--- config.mk ---
export PLATFORM = sky130hd
export DESIGN_NAME = servo_position_packet_builder_core
export DESIGN_NICKNAME = d
export VERILOG_FILES = /design/src/hdl/spb_pkg.sv /design/src/hdl/servo_position_packet_builder_core.sv /design/src/hdl/spb_goal_mem.sv /design/src/hdl/spb_serializer.sv
export SDC_FILE = /design/constraint.sdc
export NUM_CORES = 1
export LEC_CHECK = 0
export BUFFER_PORTS_ARGS = -buffer_cell sky130_fd_sc_hd__buf_2
export CAP_MARGIN = 20
export CORE_ASPECT_RATIO = 1.4
export CORE_MARGIN = 10
export CORE_UTILIZATION = 47
export CTS_BUF_LIST = sky130_fd_sc_hd__clkbuf_8
export CTS_CLUSTER_DIAMETER = 100
export DETAILED_ROUTE_END_ITERATION = 12
export GPL_TIMING_DRIVEN = 1
export PLACE_DENSITY = 0.71
export REMOVE_ABC_BUFFERS = 1
export SYNTH_ARGS = -nofsm -noshare
export SYNTH_HDL_FRONTEND = slang
export SYNTH_SLANG_ARGS = --single-unit
--- constraint.sdc ---
create_clock -name clk_i -period 6.05 [get_ports clk_i]
set_input_delay 1.5125 -clock clk_i [delete_from_list [all_inputs] [get_ports clk_i]]
set_output_delay 1.5125 -clock clk_i [all_outputs]
set_load 0.01 [all_outputs]
--- src/hdl/spb_pkg.sv ---
`timescale 1ns / 1ps
// ----------------------------------------------------------------------------
// spb_pkg
// Shared types and constants of the servo position packet builder.
// ----------------------------------------------------------------------------
package spb_pkg;

  localparam int unsigned DEF_NUM_SERVOS = 6;

  localparam int unsigned POS_W = 10;
  localparam logic [POS_W-1:0] POS_MAX    = 10'd1023;
  localparam logic [POS_W-1:0] POS_RESET  = 10'd512;
  localparam logic [POS_W-1:0] STEP_RESET = 10'd10;

  localparam logic [7:0] HDR_BYTE      = 8'hFF;
  localparam logic [7:0] PKT_LENGTH    = 8'h07;
  localparam logic [7:0] INSTR_WRITE   = 8'h03;
  localparam logic [7:0] ADDR_GOAL_POS = 8'h1E;

  typedef enum logic [1:0] {
    DIR_REVERSE  = 2'd0,
    DIR_HOLD     = 2'd1,
    DIR_FORWARD  = 2'd2,
    DIR_HOLD_ALT = 2'd3
  } dir_e;

  typedef enum logic [3:0] {
    IDX_HDR0   = 4'd0,
    IDX_HDR1   = 4'd1,
    IDX_ID     = 4'd2,
    IDX_LEN    = 4'd3,
    IDX_INSTR  = 4'd4,
    IDX_ADDR   = 4'd5,
    IDX_POS_LO = 4'd6,
    IDX_POS_HI = 4'd7,
    IDX_SPD_LO = 4'd8,
    IDX_SPD_HI = 4'd9,
    IDX_CHK    = 4'd10
  } pkt_idx_e;

  typedef struct packed {
    logic [7:0] servo_id;
    logic [1:0] direction;
    logic [9:0] speed;
  } in_item_t;

  typedef struct packed {
    logic [7:0] packet_byte;
    logic       last_byte;
    logic       bad_id;
  } out_item_t;

  typedef struct packed {
    logic             bad;
    logic [7:0]       id;
    logic [POS_W-1:0] pos;
    logic [9:0]       spd;
    logic [7:0]       chk;
  } pkt_t;

endpackage

--- src/hdl/servo_position_packet_builder_core.sv ---
`timescale 1ns / 1ps
// ----------------------------------------------------------------------------
// servo_position_packet_builder_core
// Keeps a goal position per servo and builds the write packet for each command.
// ----------------------------------------------------------------------------
// Usage:
//   in channel  : in_valid_i / in_stall_o, payload in_item_i (id, direction,
//                 speed); a transaction is taken when valid is high and stall low
//   out channel : out_valid_o / out_stall_i, payload out_item_o; one packet
//                 byte per transaction, last_byte set on the checksum byte
//   cfg channel : cfg_valid_i / cfg_ready_o, cfg_data_i sets the position step;
//                 ready is always high, write only while the block is idle
//   order       : a taken command is registered in the input stage, then loaded
//                 into the packet register, whose bytes the one-byte output
//                 serializer sends; the next command waits in the input stage
//                 and moves into the packet register as the last byte leaves
//   bad id      : id 0 or above NUM_SERVOS gives one result, byte 0, last and
//                 bad_id set, and changes no goal position
//   reset       : all goal positions read 512 and the step is 10 at once,
//                 through per-entry valid bits; no clearing pass
//   stall       : a stalled byte holds; the input stage fills and then stalls
// ----------------------------------------------------------------------------
module servo_position_packet_builder_core #(
  parameter int unsigned NUM_SERVOS = spb_pkg::DEF_NUM_SERVOS
) (
  input  logic               clk_i,
  input  logic               rst_ni,
  input  logic               in_valid_i,
  output logic               in_stall_o,
  input  spb_pkg::in_item_t  in_item_i,
  output logic               out_valid_o,
  input  logic               out_stall_i,
  output spb_pkg::out_item_t out_item_o,
  input  logic               cfg_valid_i,
  output logic               cfg_ready_o,
  input  logic [spb_pkg::POS_W-1:0] cfg_data_i
);
  import spb_pkg::*;

  localparam int unsigned AW = (NUM_SERVOS > 1) ? $clog2(NUM_SERVOS) : 1;
  localparam logic [7:0] ID_MAX = 8'(NUM_SERVOS);

  logic             a_valid_q;
  in_item_t         a_q;
  logic [POS_W-1:0] step_q;

  logic             in_accept;
  logic             a_adv;
  logic             ser_free;
  logic [7:0]       in_idx;
  logic [7:0]       a_idx;
  logic             a_bad;
  logic [POS_W-1:0] cur_pos;
  logic [POS_W-1:0] new_pos;
  logic [POS_W:0]   pos_sum;
  logic [7:0]       sum8;
  pkt_t             pkt;

  assign cfg_ready_o = 1'b1;

  assign a_adv      = a_valid_q && ser_free;
  assign in_stall_o = a_valid_q && !a_adv;
  assign in_accept  = in_valid_i && !in_stall_o;

  always_ff @(posedge clk_i or negedge rst_ni) begin
    if (!rst_ni) begin
      step_q <= STEP_RESET;
    end else if (cfg_valid_i && cfg_ready_o) begin
      step_q <= cfg_data_i;
    end
  end

  always_ff @(posedge clk_i or negedge rst_ni) begin
    if (!rst_ni) begin
      a_valid_q <= 1'b0;
    end else if (in_accept) begin
      a_valid_q <= 1'b1;
    end else if (a_adv) begin
      a_valid_q <= 1'b0;
    end
  end

  always_ff @(posedge clk_i) begin
    if (in_accept) begin
      a_q <= in_item_i;
    end
  end

  assign in_idx = in_item_i.servo_id - 8'd1;
  assign a_idx  = a_q.servo_id - 8'd1;
  assign a_bad  = (a_q.servo_id == 8'd0) || (a_q.servo_id > ID_MAX);

  spb_goal_mem #(
    .NUM_SERVOS(NUM_SERVOS),
    .AW        (AW)
  ) u_goal_mem (
    .clk_i    (clk_i),
    .rst_ni   (rst_ni),
    .rd_en_i  (in_accept),
    .rd_addr_i(in_idx[AW-1:0]),
    .rd_data_o(cur_pos),
    .wr_en_i  (a_adv && !a_bad),
    .wr_addr_i(a_idx[AW-1:0]),
    .wr_data_i(new_pos)
  );

  // step and clamp
  assign pos_sum = {1'b0, cur_pos} + {1'b0, step_q};

  always_comb begin
    case (a_q.direction) inside
      DIR_REVERSE: new_pos = (cur_pos >= step_q) ? (cur_pos - step_q) : '0;
      DIR_FORWARD: new_pos = pos_sum[POS_W] ? POS_MAX : pos_sum[POS_W-1:0];
      DIR_HOLD, DIR_HOLD_ALT: new_pos = cur_pos;
      default:     new_pos = cur_pos;
    endcase
  end

  assign sum8 = a_q.servo_id + PKT_LENGTH + INSTR_WRITE + ADDR_GOAL_POS
              + new_pos[7:0] + {6'd0, new_pos[9:8]}
              + a_q.speed[7:0] + {6'd0, a_q.speed[9:8]};

  assign pkt.bad = a_bad;
  assign pkt.id  = a_q.servo_id;
  assign pkt.pos = new_pos;
  assign pkt.spd = a_q.speed;
  assign pkt.chk = HDR_BYTE - sum8;

  spb_serializer u_serializer (
    .clk_i      (clk_i),
    .rst_ni     (rst_ni),
    .load_i     (a_adv),
    .pkt_i      (pkt),
    .free_o     (ser_free),
    .out_valid_o(out_valid_o),
    .out_item_o (out_item_o),
    .out_stall_i(out_stall_i)
  );

`ifndef SYNTH
  a_no_overrun: assert property (@(posedge clk_i) disable iff (!rst_ni)
    (a_valid_q && !a_adv) |=> a_valid_q)
    else $error("pending command dropped");

  a_load_shows: assert property (@(posedge clk_i) disable iff (!rst_ni)
    a_adv |=> out_valid_o)
    else $error("loaded packet not offered");

  a_hold_position: assert property (@(posedge clk_i) disable iff (!rst_ni)
    (a_valid_q && !a_bad &&
     (a_q.direction == DIR_HOLD || a_q.direction == DIR_HOLD_ALT))
      |-> (new_pos == cur_pos))
    else $error("hold command moved the goal");
`endif

endmodule

--- src/hdl/spb_goal_mem.sv ---
`timescale 1ns / 1ps
// ----------------------------------------------------------------------------
// spb_goal_mem
// Goal position store, one entry per servo, registered read with write
// forwarding; entries not yet written read as the reset position.
// ----------------------------------------------------------------------------
module spb_goal_mem #(
  parameter int unsigned NUM_SERVOS = spb_pkg::DEF_NUM_SERVOS,
  parameter int unsigned AW         = (NUM_SERVOS > 1) ? $clog2(NUM_SERVOS) : 1
) (
  input  logic                     clk_i,
  input  logic                     rst_ni,
  input  logic                     rd_en_i,
  input  logic [AW-1:0]            rd_addr_i,
  output logic [spb_pkg::POS_W-1:0] rd_data_o,
  input  logic                     wr_en_i,
  input  logic [AW-1:0]            wr_addr_i,
  input  logic [spb_pkg::POS_W-1:0] wr_data_i
);
  import spb_pkg::*;

  logic [POS_W-1:0]      mem [NUM_SERVOS];
  logic [NUM_SERVOS-1:0] valid_q;
  logic [POS_W-1:0]      rd_q;
  logic                  rd_valid_q;
  logic                  fwd;

  assign fwd = wr_en_i && (wr_addr_i == rd_addr_i);

  always_ff @(posedge clk_i) begin
    if (wr_en_i) begin
      mem[wr_addr_i] <= wr_data_i;
    end
  end

  always_ff @(posedge clk_i) begin
    if (rd_en_i) begin
      if (fwd) begin
        rd_q <= wr_data_i;
      end else begin
        rd_q <= mem[rd_addr_i];
      end
    end
  end

  always_ff @(posedge clk_i or negedge rst_ni) begin
    if (!rst_ni) begin
      valid_q    <= '0;
      rd_valid_q <= 1'b0;
    end else begin
      if (wr_en_i) begin
        valid_q[wr_addr_i] <= 1'b1;
      end
      if (rd_en_i) begin
        rd_valid_q <= fwd || valid_q[rd_addr_i];
      end
    end
  end

  assign rd_data_o = rd_valid_q ? rd_q : POS_RESET;

`ifndef SYNTH
  a_wr_in_range: assert property (@(posedge clk_i) disable iff (!rst_ni)
    wr_en_i |-> (int'(wr_addr_i) < NUM_SERVOS))
    else $error("goal write address out of range");

  a_fwd_data: assert property (@(posedge clk_i) disable iff (!rst_ni)
    (rd_en_i && fwd) |=> (rd_data_o == $past(wr_data_i)))
    else $error("forwarded read data mismatch");

  a_wr_marks_valid: assert property (@(posedge clk_i) disable iff (!rst_ni)
    wr_en_i |=> (valid_q != '0))
    else $error("write left no entry valid");
`endif

endmodule

--- src/hdl/spb_serializer.sv ---
`timescale 1ns / 1ps
// ----------------------------------------------------------------------------
// spb_serializer
// Packet register and byte counter; sends one packet byte per transaction,
// or a single flagged result for a bad servo id.
// ----------------------------------------------------------------------------
module spb_serializer (
  input  logic               clk_i,
  input  logic               rst_ni,
  input  logic               load_i,
  input  spb_pkg::pkt_t      pkt_i,
  output logic               free_o,
  output logic               out_valid_o,
  output spb_pkg::out_item_t out_item_o,
  input  logic               out_stall_i
);
  import spb_pkg::*;

  logic     valid_q;
  pkt_t     pkt_q;
  pkt_idx_e idx_q;
  logic     last;
  logic     fire;
  logic [7:0] byte_sel;

  assign last   = pkt_q.bad || (idx_q == IDX_CHK);
  assign fire   = valid_q && !out_stall_i;
  assign free_o = !valid_q || (fire && last);

  always_ff @(posedge clk_i) begin
    if (load_i) begin
      pkt_q <= pkt_i;
    end
  end

  always_ff @(posedge clk_i or negedge rst_ni) begin
    if (!rst_ni) begin
      valid_q <= 1'b0;
      idx_q   <= IDX_HDR0;
    end else if (load_i) begin
      valid_q <= 1'b1;
      idx_q   <= IDX_HDR0;
    end else if (fire && last) begin
      valid_q <= 1'b0;
      idx_q   <= IDX_HDR0;
    end else if (fire) begin
      idx_q <= pkt_idx_e'(idx_q + 4'd1);
    end
  end

  always_comb begin
    case (idx_q)
      IDX_HDR0, IDX_HDR1: byte_sel = HDR_BYTE;
      IDX_ID:             byte_sel = pkt_q.id;
      IDX_LEN:            byte_sel = PKT_LENGTH;
      IDX_INSTR:          byte_sel = INSTR_WRITE;
      IDX_ADDR:           byte_sel = ADDR_GOAL_POS;
      IDX_POS_LO:         byte_sel = pkt_q.pos[7:0];
      IDX_POS_HI:         byte_sel = {6'd0, pkt_q.pos[9:8]};
      IDX_SPD_LO:         byte_sel = pkt_q.spd[7:0];
      IDX_SPD_HI:         byte_sel = {6'd0, pkt_q.spd[9:8]};
      IDX_CHK:            byte_sel = pkt_q.chk;
      default:            byte_sel = 8'd0;
    endcase
  end

  assign out_valid_o            = valid_q;
  assign out_item_o.packet_byte = pkt_q.bad ? 8'd0 : byte_sel;
  assign out_item_o.last_byte   = last;
  assign out_item_o.bad_id      = pkt_q.bad;

`ifndef SYNTH
  a_idx_bound: assert property (@(posedge clk_i) disable iff (!rst_ni)
    valid_q |-> (idx_q <= IDX_CHK))
    else $error("byte index past checksum");

  a_bad_single: assert property (@(posedge clk_i) disable iff (!rst_ni)
    (valid_q && pkt_q.bad) |-> (idx_q == IDX_HDR0))
    else $error("bad id result is not a single transaction");

  a_restart: assert property (@(posedge clk_i) disable iff (!rst_ni)
    (fire && last && !load_i) |=> !valid_q)
    else $error("serializer busy after last byte");
`endif

endmodule

==> results of run 1 <==
[cells by family after synthesis]
group           Yosys count  share of synthesized area [%]
xor+xnor                 32                           3.48
other cells               1                         0.0466
fa+ha+maj                55                           9.70
mux                      31                           5.52
simple gates            169                           9.72
buf+inv                 101                           5.04
compound gates          150                           11.9
flops                   150                           54.6
[registers in the layout, indices dropped and copies added, names as in the netlist]
name,count
a_q,20
a_valid_q,1
step_q,10
u_goal_mem.mem,60
u_goal_mem.rd_q,10
u_goal_mem.rd_valid_q,1
u_goal_mem.valid_q,6
u_serializer.idx_q,4
u_serializer.out_item_o,1
u_serializer.out_valid_o,1
u_serializer.pkt_q,36
[worst paths after layout]
check | slack [ns] | end | depth (start not counted) | startpoint
setup / recovery | 0.32 | u_serializer.pkt_q[7] | 20 | u_goal_mem.rd_valid_q
hold / removal | 0.47 | u_goal_mem.valid_q[4] | 1 | u_goal_mem.valid_q[4]
setup reg to reg | 0.32 | u_serializer.pkt_q[7] | 20 | u_goal_mem.rd_valid_q
hold reg to reg | 0.47 | u_goal_mem.valid_q[4] | 1 | u_goal_mem.valid_q[4]
max in group asynchronous | 4.59 | u_serializer.idx_q[2] | 1 | rst_ni
min in group asynchronous | 1.05 | step_q[0] | 1 | rst_ni
[routing by layer]
| metal | track usage [%] | wire length [um] | up-vias |
|---|---|---|---|
| met5 | 0 | 0 | - |
| met4 | 5.44 | 327 | 0 |
| met3 | 3.45 | 650 | 21 |
| met2 | 29.3 | 9830 | 122 |
| met1 | 19.2 | 7360 | 2635 |
| li1 | - | - | 2552 |
[report_power, final]
| group | total (W) | internal, W | switching [W] |
|---|---|---|---|
| registers | 0.00130 | 0.00126 | 0.0000452 |
| logic | 0.000733 | 0.000299 | 0.000434 |
| clock network | 0.000648 | 0.000276 | 0.000372 |
[area by class of cell]
type                    instances  share of cell area (%)
clock buffers                  17                    2.65
clock inverters                13                   0.992
inverters                      70                    2.98
multi-input cells             438                    37.3
flip-flops and latches        150                    49.7
well taps                     203                    2.88
repair buffers                 56                    3.50
[per-stage QoR]
stage | hold slack, ns | std cells | util, % | total power, W
3_5_place_dp | 0.453 | 915 | 50.3 | 0.00205
5_1_grt | 0.493 | 947 | 52.5 | 0.00285
6_report | 0.470 | 947 | 52.5 | 0.00269
2_1_floorplan | 0.426 | 658 | - | 0.00182
4_1_cts | 0.471 | 945 | 52.2 | 0.00270
3_3_place_gp | 0.446 | 915 | 50.3 | 0.00201
[synth_stat cells (5+ instances only)]
cell type and number:
a21oi_1 37, a31oi_1 12, and2_1 10, buf_4 6
clkbuf_1 18, dfrtp_1 21, edfxtp_1 127, fa_1 13
ha_1 40, inv_1 70, mux2_2 7, mux2i_1 14
mux4_2 10, nand2_1 73, nand2b_1 7, nand3_1 5
nor2_1 38, nor2b_1 8, nor3_1 8, o21ai_0 48
or2_2 7, xnor2_1 24, xor2_1 8
[worst register-to-register path: cells and delay by family, from the launching register on]
family | cells | cell delay (ns)
adder cells (fa/ha/maj) | 5 | 2.16
AO/OA/AOI/OAI | 9 | 2.07
flip-flops | 1 | 0.49
XOR/XNOR | 3 | 0.40
AND/OR/NAND/NOR | 1 | 0.25
buffers and inverters | 2 | 0.12
[repair_timing]
| item | CTS | global route |
|---|---|---|
| hold buffers | 0 | 0 |
| hold endpoints to repair | 0 | 0 |
| resized for setup | 0 | 11 |
| setup endpoints to repair | 0 | 2 |
==> metrics, run 1 <==
vias 5,330; first-pass GRT wire length 29,200 um; Reg clk slew, reported paths 0.08 ns; PwrDens 304 nW/um2; die height 175 um; CP Buf/Inv Count 2; status completed; postcts setup bufs 0; YS warnings 0; H-Tree Depth 4; Critical Path AT 5.92 ns; dpl ws 0.0550 ns; minimum clock period 5.73 ns; Worst path max stage delay 0.65 ns; Worst Path Required 6.24 ns; post-synthesis register bit count 150; post-synthesis sequential area ratio 54.6%; Final Instance Area 8830 um2; CTS tree built; diode count 0; I/O Buffers 46; Worst-Skew Late Latency 0.46 ns; P_leak 3.55 nW; Critical Path Start Type register; setup TNS after final layout 0 ns; routability cong. 0.857; clock buffer depth 2; multi-input logic area 3290 um2; core box area 16,800 um2; Cell Chain, Critical Path and2_1 -> ha_2 -> o221ai_1 -> o311ai_0 -> a31o_2 -> a21oi_1 -> xor2_1 -> o32a_1 -> fa_1 -> inv_1 -> fa_1 -> inv_1 -> fa_1 -> ha_1 -> a21o_1 -> a21oi_1 -> o21bai_1 -> a21oi_1 -> xnor2_1 -> xnor2_1; routed vias/inst 5.63; critical-path maximum fanout 11; share of layout cells above drive strength 1 16.4%; TritonCTS Buffers 17; # Max-Cap Violations 0; initial antenna violation count 0; die width 131 um; slack of the critical path 0.319 ns; Slew @ Worst Pin 0.964 ns; vias in the first global route 5,569; Slowest-stage cell, CP o311ai_0; post-place instance area 8460 um2; drt wl/cell 19.2 um; Initial Utilization 47.8%; DR pass1 iterations 5; period utilization 94.7%; post-synthesis instance area 8050 um2; Detailed Place HPWL 13,500 um; IO Pins 48; Final nets 821; ys flop type edfxtp_1; setup violators final 0; Setup Skew 0.0186 ns; root buffer cell clkbuf_8; number of synthesized flops with an enable pin 127; fillers 1,457; Avg Inst Size Synth 11.7 um2; Routed Antenna Nets 0; gr usage total 16.5%; CP top delay family adder cells; cell accounting for the most synthesized area edfxtp_1; Site Rows 56; DRC errors left 0; commonest non-fill, non-tap cells in the layout 127 x edfxtp_1, 73 x nand2_1, 72 x inv_1; CP Capture Type register; async set-reset flop share out of synthesis 15.3%; ranking of synthesized cells by area edfxtp_1 47%, dfrtp_1 6.5%, ha_1 6.2%; area delta synth->final 9.74%; CTS Sinks 150; Register Area 4390 um2; Max Freq 0.174 GHz; crit path kind reg2reg; Worst Hold Class reg2reg; initial DRC count 539; Routed WL 18,200 um; RSZ-0062 raised after global routing false; largest net degree at the start of global routing 38; max-slew violation count 0; Final Hold Viols 0; share of the synthesized area in the top cell type 47.4%; Slew Limit Headroom 35.4%; Max rail drop VDD 0.128 mV; die area 22,800 um2; Syn Inst Count 689; Distinct cells, synth 61; total gr overflow 0; commonest non-fill, non-tap cell in the layout edfxtp_1
Note: power is estimated with default switching activity, not from simulation.
==> run 2, diff against run 1 <==
--- a/config.mk
+++ b/config.mk
@@ -18,4 +18,5 @@
 export REMOVE_ABC_BUFFERS = 1
 export SYNTH_ARGS = -nofsm -noshare
 export SYNTH_HDL_FRONTEND = slang
+export SYNTH_HIERARCHICAL = 1
 export SYNTH_SLANG_ARGS = --single-unit
==> run 2 against run 1 <==
Maximum frequency rose by 1.5%. Flip-flop and latch count unchanged. Synthesized cell count is 2.2% lower. Core utilization up 0.36 points. Largest power group unchanged. Wire length decreased by 0.85%. Global-route usage is 0.11 points lower. Register-to-register slack improved by 0.08 ns. First-iteration DRC count fell by 26%.
==> metrics, run 2 <==
status completed; PwrDens 313 nW/um2; setup violators final 0; DRC errors left 0; Syn Inst Count 674; Critical Path AT 5.82 ns; Worst Hold Path Cells 0; # Max-Cap Violations 0; Register Area 4390 um2; total gr overflow 0; Critical Path Start Type register; most frequent CP cell fa_1; critical-path maximum fanout 11; IO Pins 48; Cell Chain, Critical Path and2_1 -> ha_1 -> a211o_1 -> a311oi_1 -> o21ai_0 -> xor2_1 -> a221oi_1 -> fa_1 -> inv_1 -> fa_1 -> fa_1 -> inv_1 -> ha_1 -> a21o_1 -> a21oi_1 -> o21bai_1 -> a21oi_1 -> xnor2_1 -> xnor2_1; Worst path max stage delay 0.58 ns; Final nets 815; Worst Path Required 6.22 ns; Psw 0.000826 W; CP Buf/Inv Count 2; Slowest-stage cell, CP fa_1; gr usage total 16.4%; slack of the critical path 0.402 ns; multi-input logic area 3280 um2; max-slew violation count 0; CTS tree built; P_leak 3.60 nW; H-Tree Depth 4; Reg clk slew, reported paths 0.09 ns; CP Capture Type register; diode count 0; Reg with most FFs u_goal_mem/mem; most frequent cell after synthesis edfxtp_1; RSZ-0062 raised after global routing false; Slew Limit Headroom 25.9%; Final Util 52.9%; Initial Utilization 47.9%; worst r2r path cells 19; Detailed Place HPWL 13,500 um; Post-synth top cells 127 x edfxtp_1, 66 x nand2_1, 62 x inv_1; commonest non-fill, non-tap cells in the layout 127 x edfxtp_1, 66 x nand2_1, 64 x inv_1; vias 5,204; area delta synth->final 10.4%; die height 175 um; Combinational Power Share 25.4%; Final Hold Viols 0; Max Freq 0.177 GHz; Site Rows 56; Slew @ Worst Pin 1.10 ns; first-pass GRT wire length 28,700 um; TritonCTS Buffers 17; Setup Skew 0.0142 ns; share of the synthesized area in the top cell type 47.4%; core box area 16,800 um2; die area 22,800 um2; Distinct cells, synth 74; Routed WL 18,000 um; period utilization 93.4%; initial antenna violation count 0; CP top delay family compound AO/OA/AOI/OAI gates; ranking of synthesized cells by area edfxtp_1 47%, ha_1 6.7%, dfrtp_1 6.5%; dpl ws 0.207 ns; post-synthesis register bit count 150; DR pass1 iterations 5; vias in the first global route 5,390; setup TNS after final layout 0 ns; YS warnings 6; clock share of power 27.9%; Worst Hold Class reg2reg; CTS Sinks 150; max reg flops 60; routed vias/inst 5.54; postcts setup bufs 0; ys flop type edfxtp_1; Worst-Skew Late Latency 0.45 ns; Max rail drop VDD 0.281 mV; routability cong. 0.889; Routed Antenna Nets 0; post-synthesis instance area 8050 um2; Sw Share 29.7%; stages on the worst setup path 19; clock buffer depth 2; initial DRC count 401; cell accounting for the most synthesized area edfxtp_1; Int Power 0.00195 W; drt wl/cell 19.2 um; Flop pwr share 46.7%; share of layout cells above drive strength 1 16.2%; number of synthesized flops with an enable pin 127; I/O Buffers 46; top flop regs u_goal_mem/mem (60), u_serializer/pkt_q (36), a_q (20); post-synthesis sequential area ratio 54.6%; async set-reset flop share out of synthesis 15.3%; Avg Inst Size Synth 11.9 um2; largest net degree at the start of global routing 38; crit path kind reg2reg; minimum clock period 5.65 ns; fillers 1,444; die width 131 um; root buffer cell clkbuf_8; commonest non-fill, non-tap cell in the layout edfxtp_1
run 2: metal layers:
metal  share of wire (%)  track usage, %  vias to the layer above
met4                 2.4            6.64                        0
li1                    -               -                     2501
met3                 5.0            3.39                       26
met5                   0               0                        -
met2                  52            27.7                      149
met1                  41            19.8                     2528
run 2: through the flow:
step	hold slack (ns)	cell area [um2]	cells	power (W)
2_1_floorplan	0.426	7870	644	0.00180
3_3_place_gp	0.439	8440	903	0.00200
3_5_place_dp	0.442	8440	903	0.00202
4_1_cts	0.447	8830	935	0.00279
5_1_grt	0.476	8890	939	0.00294
6_report	0.448	8890	939	0.00278
run 2: path summary, 6_finish.rpt:
check	start	to	slack, ns
max	u_goal_mem/rd_valid_q	u_serializer/pkt_q[7]	0.40
min	a_q[0]	u_serializer/pkt_q[8]	0.45
max in group asynchronous	rst_ni	u_goal_mem/rd_valid_q	4.58
min reg2reg	a_q[0]	u_serializer/pkt_q[8]	0.45
max reg2reg	u_goal_mem/rd_valid_q	u_serializer/pkt_q[7]	0.40
min in group asynchronous	rst_ni	u_goal_mem/rd_valid_q	1.06
run 2: cell families (layout without fill, tap and decap cells):
kind of cell    Yosys count  in the layout  share of synthesized area [%]
simple gates            171            171                           10.8
mux                      40             40                           5.21
buf+inv                  92            154                           5.15
flops                   150            150                           54.6
other cells               1              1                         0.0466
xor+xnor                 26             26                           2.83
compound gates          137            137                           11.3
fa+ha+maj                57             57                           10.2
run 2: final cells by class:
type                            instances  area share [%]
Timing Repair Buffer                   60            3.79
Inverter                               62            2.62
Tap cell                              203            2.86
Clock buffer                           17            2.63
Clock inverter                         15            1.82
Sequential cell                       150            49.4
Multi-Input combinational cell        432            36.9
run 2: timing repair:
action / in CTS / in global routing
endpoints found under the setup margin: 0 / 1
gates resized for setup: 0 / 5
hold buffers: 0 / 0
run 2: power by group through the flow:
stage          registers [W]  clock network [W]  logic (W)
6_report             0.00130           0.000775   0.000706
5_1_grt              0.00131           0.000838   0.000794
4_1_cts              0.00130           0.000793   0.000702
3_5_place_dp         0.00132                  0   0.000695
3_3_place_gp         0.00132                  0   0.000677
2_1_floorplan        0.00131                  0   0.000494
==> run 3, diff against run 2 <==
--- a/config.mk
+++ b/config.mk
@@ -10,11 +10,10 @@
 export CORE_ASPECT_RATIO = 1.4
 export CORE_MARGIN = 10
 export CORE_UTILIZATION = 47
-export CTS_BUF_LIST = sky130_fd_sc_hd__clkbuf_8
 export CTS_CLUSTER_DIAMETER = 100
 export DETAILED_ROUTE_END_ITERATION = 12
 export GPL_TIMING_DRIVEN = 1
-export PLACE_DENSITY = 0.71
+export PLACE_DENSITY = 0.79
 export REMOVE_ABC_BUFFERS = 1
 export SYNTH_ARGS = -nofsm -noshare
 export SYNTH_HDL_FRONTEND = slang
==> run 3 against run 2 <==
Setup slack lost 0.061 ns. Sequential share of layout area fell by 0.94 points. Cell count grew 0.11%. Non-clock buffer count grew 1. Wire length about the same. Register-to-register slack worse by 0.06 ns. First-iteration DRC count increased by 2.0%. Clock skew fell by 0.0045 ns.
==> metrics, run 3 (synthesis gave the netlist of run 2 again) <==
status completed; dpl ws 0.286 ns; setup TNS after final layout 0 ns; Worst R2R Start u_goal_mem/rd_valid_q; first-pass GRT wire length 28,200 um; DR pass1 iterations 5; Combinational Power Share 23.6%; Final Instance Area 9060 um2; post-place instance area 8450 um2; core box area 16,800 um2; top flop regs u_goal_mem/mem (60), u_serializer/pkt_q (36), a_q (20); Reg clk slew, reported paths 0.06 ns; clock share of power 33.4%; max-slew violation count 0; CP Capture Type register; Slew Limit Headroom 29.4%; Final nets 816; minimum clock period 5.71 ns; Psw 0.000900 W; slack of the critical path 0.341 ns; CTS Sinks 150; diode count 0; Max rail drop VDD 0.190 mV; GRT Max-Usage Layer met2; Final Hold Viols 0; max reg flops 60; Routed Antenna Nets 0; total gr overflow 0; IO Pins 48; vias 5,265; Critical Path AT 5.85 ns; Site Rows 56; critical-path maximum fanout 11; die area 22,800 um2; crit path launch u_goal_mem/rd_valid_q; Worst-Skew Late Latency 0.43 ns; vias in the first global route 5,362; routed vias/inst 5.60; M1 GR Usage 18.2%; crit path kind reg2reg; area delta synth->final 12.6%; I/O Buffers 46; H-Tree Depth 4; PwrDens 334 nW/um2; Critical Path Start Type register; gr usage total 16.3%; root buffer cell clkbuf_16; drt wl/cell 19.2 um; setup violators final 0; initial DRC count 409; Slew @ Worst Pin 1.06 ns; cts hold-fix bufs 0; routability cong. 0.965; initial antenna violation count 0; # Max-Cap Violations 0; commonest non-fill, non-tap cells in the layout 127 x edfxtp_1, 66 x nand2_1, 62 x inv_1; grt met2 use 27.3%; DRC errors left 0; Initial Utilization 47.9%; Worst Path Required 6.19 ns; P_leak 3.67 nW; hold_sp a_q[5]; met3 Resource Use GR 3.54%; CTS tree built; Setup Skew 0.00967 ns; Routed WL 18,000 um; share of layout cells above drive strength 1 16.7%; Detailed Place HPWL 13,100 um; RSZ-0062 raised after global routing false; Max Freq 0.175 GHz; Int Power 0.00213 W; Sw Share 29.7%; die height 175 um; Worst Hold Class reg2reg; Flop pwr share 43.0%; TritonCTS Buffers 17; largest net degree at the start of global routing 37; clock buffer depth 2; Reg with most FFs u_goal_mem/mem; die width 131 um; period utilization 94.4%; fillers 1,372; commonest non-fill, non-tap cell in the layout edfxtp_1; total power 0.00303 W
[run 3: per-layer routing]
metal,part of all wire [%],up-vias
li1,-,2512
met1,38,2523
met2,51,176
met3,5.7,54
met4,4.8,0
met5,0,-
[run 3: final timing paths]
path,end,slack [ns],depth (start not counted)
min reg2reg,u_serializer/pkt_q[13],0.46,0
max,u_serializer/pkt_q[7],0.34,20
max in group asynchronous,u_goal_mem/rd_valid_q,4.57,1
min in group asynchronous,u_goal_mem/valid_q[5],1.08,1
max reg2reg,u_serializer/pkt_q[7],0.34,20
min,u_serializer/pkt_q[13],0.46,0
[run 3: stage by stage]
stage	cells	hold WS, ns	util [%]
2_1_floorplan	644	0.426	-
3_3_place_gp	905	0.445	50.2
3_5_place_dp	906	0.446	50.3
4_1_cts	938	0.461	53.7
5_1_grt	940	0.474	53.9
6_report	940	0.462	53.9
[run 3: what timing repair did]
action / in CTS / in global routing
buffers inserted: 0 / 0
endpoints found under the hold margin: 0 / 0
endpoints found under the setup margin: 0 / 2
resized for setup: 0 / 5
[run 3: layout make-up]
type / count / area [um2] / share of cell area, %
tap: 203 / 254 / 2.80
inverter: 62 / 233 / 2.57
timing repair buffer: 61 / 348 / 3.84
sequential: 150 / 4390 / 48.5
multi-input combinational: 432 / 3260 / 36.0
clock buffer: 17 / 425 / 4.70
clock inverter: 15 / 145 / 1.60
[run 3: power by group through the flow]
stage                     Clock, W  Combinational [W]  Sequential, W
after CTS                  0.00103           0.000713        0.00130
after detailed placement         0           0.000697        0.00132
after floorplan                  0           0.000494        0.00131
final                      0.00101           0.000715        0.00130
after global routing       0.00108           0.000790        0.00131
after global placement           0           0.000676        0.00132
[run 3: worst max-delay path: stages (launching register included)]
cell      delay, ns
dfrtp_2        0.46
and2_1         0.19
ha_1           0.42
and2b_1        0.24
o31ai_2        0.34
a21oi_1        0.19
o22ai_1        0.36
nor3_2         0.11
a221oi_1       0.49
fa_1           0.25
inv_1          0.05
fa_1           0.41
fa_1           0.58
inv_1          0.07
ha_1           0.31
a21o_1         0.20
a21oi_1        0.22
o21bai_1       0.09
a21oi_1        0.20
xnor2_1        0.16
xnor2_1        0.08
